===== config.mk =====
export PLATFORM = sky130hd
export DESIGN_NAME = neighbor_fork_arbiter_top_flat
export DESIGN_NICKNAME = d
export VERILOG_FILES = /design/src/sv/nfa_pkg.sv /design/src/sv/nfa_if.sv /design/src/sv/nfa_cell.sv /design/src/sv/nfa_res_fifo.sv /design/src/sv/neighbor_fork_arbiter_top.sv /design/src/flat_wrapper.sv
export SDC_FILE = /design/constraint.sdc
export NUM_CORES = 1
export LEC_CHECK = 0
export BUFFER_PORTS_ARGS = -buffer_cell sky130_fd_sc_hd__clkbuf_2
export CAP_MARGIN = 20
export CORE_UTILIZATION = 53
export CTS_BUF_LIST = sky130_fd_sc_hd__clkbuf_16
export DETAILED_ROUTE_END_ITERATION = 8
export PLACE_DENSITY = 0.72
export SLEW_MARGIN = 25
export SYNTH_ARGS = -nofsm -noshare
export SYNTH_HDL_FRONTEND = slang
export SYNTH_SLANG_ARGS = --single-unit

===== constraint.sdc =====
create_clock -name clk -period 4.11 [get_ports clk]
set_input_delay 0.822 -clock clk [delete_from_list [all_inputs] [get_ports clk]]
set_output_delay 0.822 -clock clk [all_outputs]
set_load 0.005 [all_outputs]

===== src/sv/nfa_pkg.sv =====
// ----------------------------------------------------------------------------
// nfa_pkg
// shared types and constants of the neighbour fork arbiter
// ----------------------------------------------------------------------------
package nfa_pkg;

	localparam int SEATS_DEF = 7;
	localparam int SEAT_W = 3;
	localparam int MASK_W = 7;
	localparam logic [MASK_W-1:0] HANDOFF_RESET = 7'd74;
	// output queue depth, power of two
	localparam int RES_DEPTH = 4;

	localparam logic MODE_REQUEST = 1'b0;
	localparam logic MODE_RELEASE = 1'b1;

	typedef enum logic [1:0] {
		PH_THINK  = 2'd0,
		PH_HUNGRY = 2'd1,
		PH_EAT    = 2'd2
	} phase_t;

	// what a cell shows its two ring neighbours
	typedef struct packed {
		phase_t phase;
		logic   handed;
		logic   grant_l;
	} nb_t;

	// role of a seat in the current transaction, also used for grant flags
	typedef struct packed {
		logic s;
		logic l;
		logic r;
	} seat_role_t;

	typedef struct packed {
		logic [SEAT_W-1:0] granted_seat;
		logic              last_grant;
	} res_t;

endpackage


===== src/sv/nfa_if.sv =====
// ----------------------------------------------------------------------------
// nfa_ev_if / nfa_res_if
// valid/ready channels for events in and grants out
// ----------------------------------------------------------------------------
interface nfa_ev_if;
	logic       valid;
	logic       ready;
	logic       mode;
	logic [2:0] seat;

	modport source (output valid, output mode, output seat, input ready);
	modport sink (input valid, input mode, input seat, output ready);
endinterface

interface nfa_res_if;
	logic       valid;
	logic       ready;
	logic [2:0] granted_seat;
	logic       last_grant;

	modport source (output valid, output granted_seat, output last_grant, input ready);
	modport sink (input valid, input granted_seat, input last_grant, output ready);
endinterface


===== src/sv/nfa_cell.sv =====
// ----------------------------------------------------------------------------
// nfa_cell
// one seat of the ring: its phase and the token of the fork to its right
// ----------------------------------------------------------------------------
module nfa_cell #(
	parameter logic INIT_HANDED = 1'b0
) (
	input  logic                clk,
	input  logic                arst_n,
	input  logic                cfg_load,
	input  logic                cfg_handed,
	input  logic                ev_acc,
	input  logic                ev_mode,
	input  nfa_pkg::seat_role_t role,
	input  nfa_pkg::nb_t        left_nb,
	input  nfa_pkg::nb_t        right_nb,
	output nfa_pkg::nb_t        nb,
	output nfa_pkg::seat_role_t grant
);
	import nfa_pkg::*;

	phase_t phase_q;
	logic   handed_q;   // fork owned by the right neighbour
	logic   req;
	logic   rel_own;
	logic   rel_right;
	logic   rel_left;

	always_comb begin
		req       = ev_acc && role.s && (ev_mode == MODE_REQUEST) && (phase_q == PH_THINK);
		rel_own   = ev_acc && role.s && (ev_mode == MODE_RELEASE) && (phase_q == PH_EAT);
		// right neighbour is the releasing seat
		rel_right = ev_acc && role.l && (ev_mode == MODE_RELEASE) && (right_nb.phase == PH_EAT);
		// left neighbour is the releasing seat
		rel_left  = ev_acc && role.r && (ev_mode == MODE_RELEASE) && (left_nb.phase == PH_EAT);

		grant.s = req && (left_nb.phase != PH_EAT) && (right_nb.phase != PH_EAT)
			&& !handed_q && left_nb.handed;
		grant.l = rel_right && (phase_q == PH_HUNGRY) && (left_nb.phase != PH_EAT)
			&& left_nb.handed;
		// in a ring of three the right neighbour may have just been granted
		grant.r = rel_left && (phase_q == PH_HUNGRY) && (right_nb.phase != PH_EAT)
			&& !right_nb.grant_l && !handed_q;

		nb = '{phase: phase_q, handed: handed_q, grant_l: grant.l};
	end

	always_ff @(posedge clk or negedge arst_n) begin
		if (!arst_n) begin
			phase_q  <= PH_THINK;
			handed_q <= INIT_HANDED;
		end else if (cfg_load) begin
			phase_q  <= PH_THINK;
			handed_q <= cfg_handed;
		end else if (req) begin
			phase_q <= grant.s ? PH_EAT : PH_HUNGRY;
		end else if (rel_own) begin
			phase_q  <= PH_THINK;
			handed_q <= 1'b1;
		end else if (rel_right) begin
			handed_q <= 1'b0;
			if (grant.l) begin
				phase_q <= PH_EAT;
			end
		end else if (grant.r) begin
			phase_q <= PH_EAT;
		end
	end

`ifndef SYNTHESIS
	a_no_adjacent_eat: assert property (@(posedge clk) disable iff (!arst_n)
		!(phase_q == PH_EAT && right_nb.phase == PH_EAT))
		else $error("two neighbouring seats eating");

	a_eat_holds_forks: assert property (@(posedge clk) disable iff (!arst_n)
		(phase_q == PH_EAT) |-> (!handed_q && left_nb.handed))
		else $error("eating seat does not own both forks");
`endif

endmodule


===== src/sv/nfa_res_fifo.sv =====
// ----------------------------------------------------------------------------
// nfa_res_fifo
// grant queue, takes up to two entries and gives one per cycle while out_ready is high
// ----------------------------------------------------------------------------
module nfa_res_fifo (
	input  logic            clk,
	input  logic            arst_n,
	input  logic [1:0]      push_n,
	input  nfa_pkg::res_t   e0,
	input  nfa_pkg::res_t   e1,
	output logic            room2,
	output logic            out_valid,
	input  logic            out_ready,
	output nfa_pkg::res_t   head
);
	import nfa_pkg::*;

	localparam int PW = $clog2(RES_DEPTH);
	localparam int CW = $clog2(RES_DEPTH + 1);

	res_t          mem_q [RES_DEPTH];
	logic [PW-1:0] rd_q;
	logic [PW-1:0] wr_q;
	logic [CW-1:0] cnt_q;
	logic          pop;

	assign out_valid = (cnt_q != '0);
	assign pop       = out_valid && out_ready;
	assign head      = mem_q[rd_q];
	assign room2     = (cnt_q <= CW'(RES_DEPTH - 2));

	always_ff @(posedge clk) begin
		if (push_n != 2'd0) begin
			mem_q[wr_q] <= e0;
		end
		if (push_n == 2'd2) begin
			mem_q[wr_q + PW'(1)] <= e1;
		end
	end

	always_ff @(posedge clk or negedge arst_n) begin
		if (!arst_n) begin
			rd_q  <= '0;
			wr_q  <= '0;
			cnt_q <= '0;
		end else begin
			wr_q  <= wr_q + PW'(push_n);
			rd_q  <= rd_q + PW'(pop);
			cnt_q <= cnt_q + CW'(push_n) - CW'(pop);
		end
	end

endmodule


===== src/sv/neighbor_fork_arbiter_top.sv =====
// a grant is written into the grant queue with its event and offered from the queue head
// throughput: one event per cycle while ev.ready is high; one grant leaves per cycle
// while res.ready is high, so a release granting both neighbours queues two grants
// input ready drops while fewer than two slots of the four-entry grant queue are free
// reset: every seat thinking, fork tokens loaded from handoff mask 74
// a write to the mask reloads the tokens and returns every seat to thinking
// ----------------------------------------------------------------------------
// neighbor_fork_arbiter_top
// ring of seat cells sharing fork tokens, with a queue of grants
// ----------------------------------------------------------------------------
module neighbor_fork_arbiter_top #(
	parameter int SEATS = nfa_pkg::SEATS_DEF
) (
	input  logic                       clk,
	input  logic                       arst_n,
	nfa_ev_if.sink                     ev,
	nfa_res_if.source                  res,
	input  logic                       cfg_we,
	input  logic [nfa_pkg::MASK_W-1:0] cfg_wdata
);
	import nfa_pkg::*;

	localparam int SW = $clog2(SEATS + 1);
	localparam int IW = (SW > SEAT_W) ? SW : SEAT_W;
	localparam logic [SEATS-1:0] INIT_V = SEATS'(HANDOFF_RESET);

	logic             accept;
	logic             s_ok;
	logic [IW-1:0]    s_idx;
	logic [IW-1:0]    l_idx;
	logic [IW-1:0]    r_idx;
	logic [SEATS-1:0] sel_s;
	logic [SEATS-1:0] sel_l;
	logic [SEATS-1:0] sel_r;
	logic [SEATS-1:0] cfg_v;
	logic [SEATS-1:0] gs_v;
	logic [SEATS-1:0] gl_v;
	logic [SEATS-1:0] gr_v;
	logic             gs_any;
	logic             gl_any;
	logic             gr_any;
	logic [1:0]       push_n;
	logic             room2;
	res_t             e0;
	res_t             e1;
	res_t             head;
	nb_t              nb [SEATS];

	assign accept = ev.valid && ev.ready;
	assign ev.ready = room2;

	always_comb begin
		s_idx = IW'(ev.seat);
		s_ok  = (s_idx < IW'(SEATS));
		l_idx = (s_idx == '0) ? IW'(SEATS - 1) : s_idx - IW'(1);
		r_idx = (s_idx == IW'(SEATS - 1)) ? '0 : s_idx + IW'(1);
		sel_s = s_ok ? (SEATS'(1) << ev.seat) : '0;
		sel_l = {sel_s[0], sel_s[SEATS-1:1]};
		sel_r = {sel_s[SEATS-2:0], sel_s[SEATS-1]};
		cfg_v = SEATS'(cfg_wdata);
	end

	for (genvar i = 0; i < SEATS; i++) begin : g_cell
		seat_role_t role;
		seat_role_t gnt;

		assign role = '{s: sel_s[i], l: sel_l[i], r: sel_r[i]};

		nfa_cell #(
			.INIT_HANDED (INIT_V[i])
		) u_cell (
			.clk        (clk),
			.arst_n     (arst_n),
			.cfg_load   (cfg_we),
			.cfg_handed (cfg_v[i]),
			.ev_acc     (accept),
			.ev_mode    (ev.mode),
			.role       (role),
			.left_nb    (nb[(i + SEATS - 1) % SEATS]),
			.right_nb   (nb[(i + 1) % SEATS]),
			.nb         (nb[i]),
			.grant      (gnt)
		);

		assign gs_v[i] = gnt.s;
		assign gl_v[i] = gnt.l;
		assign gr_v[i] = gnt.r;
	end

	// left neighbour's grant goes out first
	always_comb begin
		gs_any = |gs_v;
		gl_any = |gl_v;
		gr_any = |gr_v;
		if (gs_any) begin
			push_n = 2'd1;
		end else begin
			push_n = {1'b0, gl_any} + {1'b0, gr_any};
		end
		e0.granted_seat = gs_any ? s_idx[SEAT_W-1:0] :
			(gl_any ? l_idx[SEAT_W-1:0] : r_idx[SEAT_W-1:0]);
		e0.last_grant   = !(gl_any && gr_any);
		e1.granted_seat = r_idx[SEAT_W-1:0];
		e1.last_grant   = 1'b1;
	end

	nfa_res_fifo u_fifo (
		.clk       (clk),
		.arst_n    (arst_n),
		.push_n    (push_n),
		.e0        (e0),
		.e1        (e1),
		.room2     (room2),
		.out_valid (res.valid),
		.out_ready (res.ready),
		.head      (head)
	);

	assign res.granted_seat = head.granted_seat;
	assign res.last_grant   = head.last_grant;

`ifndef SYNTHESIS
	a_two_only_on_release: assert property (@(posedge clk) disable iff (!arst_n)
		(accept && push_n == 2'd2) |-> (ev.mode == MODE_RELEASE))
		else $error("two grants from a request transaction");

	a_single_role_grant: assert property (@(posedge clk) disable iff (!arst_n)
		$onehot0(gs_v) && $onehot0(gl_v) && $onehot0(gr_v))
		else $error("more than one cell granted in one role");

	a_bad_seat_silent: assert property (@(posedge clk) disable iff (!arst_n)
		(accept && !s_ok) |-> (push_n == 2'd0))
		else $error("grant from out of range seat");
`endif

endmodule

===== src/flat_wrapper.sv =====
// flat-port wrapper written by rule: the top's interface ports become plain ports
module neighbor_fork_arbiter_top_flat import nfa_pkg::*;
#(
	parameter int SEATS = nfa_pkg::SEATS_DEF
)
  (clk, arst_n, cfg_we, cfg_wdata, ev_valid, ev_mode, ev_seat, ev_ready, res_valid, res_granted_seat, res_last_grant, res_ready);
  nfa_ev_if ev_i ();
  nfa_res_if res_i ();
  input  logic clk;
  input  logic arst_n;
  input  logic cfg_we;
  input  logic [nfa_pkg::MASK_W-1:0] cfg_wdata;
  input wire logic [$bits(ev_i.valid)-1:0] ev_valid;
  input wire logic [$bits(ev_i.mode)-1:0] ev_mode;
  input wire logic [$bits(ev_i.seat)-1:0] ev_seat;
  output wire logic [$bits(ev_i.ready)-1:0] ev_ready;
  output wire logic [$bits(res_i.valid)-1:0] res_valid;
  output wire logic [$bits(res_i.granted_seat)-1:0] res_granted_seat;
  output wire logic [$bits(res_i.last_grant)-1:0] res_last_grant;
  input wire logic [$bits(res_i.ready)-1:0] res_ready;
  assign ev_i.valid = ev_valid;
  assign ev_i.mode = ev_mode;
  assign ev_i.seat = ev_seat;
  assign ev_ready = ev_i.ready;
  assign res_valid = res_i.valid;
  assign res_granted_seat = res_i.granted_seat;
  assign res_last_grant = res_i.last_grant;
  assign res_i.ready = res_ready;
  neighbor_fork_arbiter_top #(.SEATS(SEATS)) u_core (.clk(clk), .arst_n(arst_n), .ev(ev_i), .res(res_i), .cfg_we(cfg_we), .cfg_wdata(cfg_wdata));
endmodule

==> flow_metrics.env <==
export IMPL_slew_headroom_pct=46.41
export IMPL_grt_use_total_pct=27.48
export IMPL_cts_buffers=5
export IMPL_grt_pass1_wl_mm=12.84
export IMPL_worstSetupPathType="in -> reg"
export IMPL_antenna_found_initial=0
export IMPL_cts_repair_resized=0
export IMPL_crit_arrival_ps=3980
export IMPL_tightest_slew_ps=783.6
export IMPL_rsz0062_at_grt="false"
export IMPL_synthFlopType="dfrtp_1"
export IMPL_drive_gt1_share_pct=22.38
export IMPL_end_kind="flip-flop"
export IMPL_cts_buffer_depth=2
export IMPL_synth_area_sq_um=3020
export IMPL_synthToLayoutAreaGrowth_pct=14.91
export IMPL_setup_tns_ps=0
export IMPL_io_buffers=21
export IMPL_cts_hold_buf=0
export IMPL_clock_latency_ps=290
export IMPL_yosys_top_cells_area="dfrtp_1, edfxtp_1, ha_1, nand2_1, o22ai_1"
export IMPL_avgSynthCellArea_sq_um=9.322
export IMPL_fin_skew_ps=6.192
export IMPL_synth_seq_cells=44
export IMPL_antennaDiodeCount=0
export IMPL_first_pass_iters=5
export IMPL_fp_coreArea_sq_um=5507
export IMPL_finalCritPeriodShare_pct=92.60
export IMPL_place_congestion=1.005
export IMPL_synth_most_common_cell="nand2_1"
export IMPL_async_flop_share_pct=63.64
export IMPL_postCtsSetupBuffers=0
export IMPL_die_w_um=77.49
export IMPL_max_freq_mhz=262.7
export IMPL_cp_start_kind="input pin"
export IMPL_dieArea_sq_um=6005
export IMPL_critPathRequiredTime_ps=4280
export IMPL_rows=27
export IMPL_ant_nets=0
export IMPL_p_leak_nw=1.383
export IMPL_hold_violations=0
export IMPL_initial_core_util_pct=54.85
export IMPL_vias=2657
export IMPL_status="complete, no violations"
export IMPL_crit_fanout=6
export IMPL_drt_iter0_markers=189
export IMPL_vdd_ir_drop_max_v=0.0002372
export IMPL_cts_reportedPaths_clkPinSlew_ps=60
export IMPL_die_h_um=77.49
export IMPL_io_pins=22
export IMPL_wl_mm=7.377
export IMPL_post_drt_wl_per_cell_um=17.00
export IMPL_synth_cells=324
export IMPL_dp_hpwl_mm=5.839
export IMPL_hold_class="reg -> reg"
export IMPL_yosysSeqAreaShare_pct=37.90
export IMPL_yosysWarnings=0
export IMPL_fillCellCount=450
export IMPL_grt_overflow=0
export IMPL_final_nets=390
export IMPL_slew_viol_final=0
export IMPL_vias_per_cell=6.122
export IMPL_synth_cell_types=71
export IMPL_synth_edff_count=12
export IMPL_synth_nets=353
export IMPL_clock_sinks=44
export IMPL_grt_pass1_vias=2727
export IMPL_cts_tree="built"
export IMPL_cts_root_buf="clkbuf_16"
export IMPL_fin_hold_ws_ps=539.4
export IMPL_synth_top_area_cell="dfrtp_1"
export IMPL_synth_top_cell_area_share_pct=20.71
export IMPL_synthTopCellsByCount="nand2_1, dfrtp_1, nor2_1"
export IMPL_grt_max_degree=29
export IMPL_report_final_setup_viol=0
export IMPL_drv_cap=0
export IMPL_cts_max_level=2
export IMPL_fin_crit_ps=3806
export IMPL_drc=0
export IMPL_powerDensity_nw_per_um2=411.4
[routing by layer]
metal / up-vias / track usage, % / part of all wire, %
li1: 1295 / - / -
met1: 1252 / 32.02 / 41
met2: 94 / 49.82 / 53
met3: 16 / 4.588 / 4.2
met4: 0 / 10.94 / 2.0
met5: - / 0 / 0
[kinds of logic (layout without fill, tap and decap cells)]
kind of cell,after synthesis,after routing,share of synthesized area [%]
muxes,8,8,4.474
and+or+nand+nor,146,146,27.38
AOI/OAI and AO/OA,81,81,19.26
DFF,44,44,37.90
buffers and inverters,27,65,3.894
xor gates and xnor gates,5,5,1.450
adders and majority gates,13,13,5.634
[registers in the layout, indices dropped and copies added (netlist names)]
register / count
u_core.u_fifo.mem_q: 16
u_core.g_cell.u_cell.phase_q: 14
u_core.g_cell.u_cell.handed_q: 7
u_core.u_fifo.cnt_q: 3
u_core.u_fifo.rd_q: 2
u_core.u_fifo.wr_q: 2
[worst paths after layout]
kind,start,endpoint,slack [ps],depth (start not counted)
setup / recovery,ev_seat[1],u_core.u_fifo.cnt_q[2]$_DFF_PN0_,300,17
hold / removal,u_core.g_cell[0].u_cell.phase_q[0]$_DFFE_PN0P_,u_core.g_cell[0].u_cell.phase_q[0]$_DFFE_PN0P_,540,2
setup reg to reg,u_core.u_fifo.cnt_q[0]$_DFF_PN0_,u_core.u_fifo.cnt_q[2]$_DFF_PN0_,370,16
hold reg to reg,u_core.g_cell[0].u_cell.phase_q[0]$_DFFE_PN0P_,u_core.g_cell[0].u_cell.phase_q[0]$_DFFE_PN0P_,540,2
max in group asynchronous,arst_n,u_core.g_cell[2].u_cell.phase_q[1]$_DFFE_PN0P_,3090,1
min in group asynchronous,arst_n,u_core.g_cell[5].u_cell.phase_q[0]$_DFFE_PN0P_,570,1
[per-stage QoR]
| step | total power [mW] | worst slack (ps) | cell area (sq um) | std cells | util (%) |
|---|---|---|---|---|---|
| floorplan | 0.8418 | 248.0 | 3020 | 324 | - |
| global placement | 0.9679 | 133.6 | 3304 | 426 | 60.01 |
| detailed placement | 0.9815 | 47.25 | 3304 | 426 | 60.01 |
| CTS | 1.437 | 308.5 | 3471 | 434 | 63.03 |
| global route | 1.507 | 13.82 | 3471 | 434 | 63.03 |
| finish | 1.428 | 304.0 | 3471 | 434 | 63.03 |
[placed cells by master (no fill, tap or decap), types with 4 or more instances in the layout]
| master | n |
|---|---|
| ha_1 | 12 |
| nor2b_1 | 12 |
| dfrtp_1 | 25 |
| nand2b_1 | 8 |
| buf_4 | 19 |
| inv_1 | 17 |
| clkbuf_16 | 5 |
| o31a_1 | 4 |
| nor4b_1 | 6 |
| o21ai_0 | 18 |
| nor4_1 | 5 |
| nand2_1 | 32 |
| nor2_1 | 24 |
| dfxtp_1 | 4 |
| nor3_1 | 9 |
| mux4_2 | 4 |
| nand3_1 | 17 |
| o22ai_1 | 15 |
| a22o_1 | 4 |
| nand4_1 | 4 |
| mux2_2 | 4 |
| clkbuf_2 | 21 |
| a21oi_1 | 9 |
| edfxtp_1 | 12 |
[report_power, final]
group | switching [mW] | total [mW] | leakage [nW] | internal, mW
registers | 0.0802 | 0.585 | 0.489 | 0.505
logic | 0.203 | 0.389 | 0.809 | 0.187
clock network | 0.168 | 0.454 | 0.0841 | 0.286
[cell type report]
class / count / area (sq um) / share of cell area (%)
sequential: 44 / 1145 / 32.98
timing repair buffer: 40 / 247.7 / 7.138
clock inverter: 3 / 41.29 / 1.190
multi-input combinational: 253 / 1758 / 50.65
clock buffer: 5 / 125.1 / 3.605
inverter: 17 / 63.81 / 1.838
tap: 72 / 90.09 / 2.596
[worst max-delay path, stage by stage]
cell      delay [ps]
clkbuf_2         150
ha_1             170
ha_1             160
nand3_1           90
or2_2            340
nor4_1           390
a31oi_1           70
nand4_1          120
ha_1             250
and3b_1          250
ha_1             230
inv_1             50
ha_1             140
inv_1             50
fa_1             390
xor2_1           170
xnor2_1          140
Power figures use the tool's default switching activity.
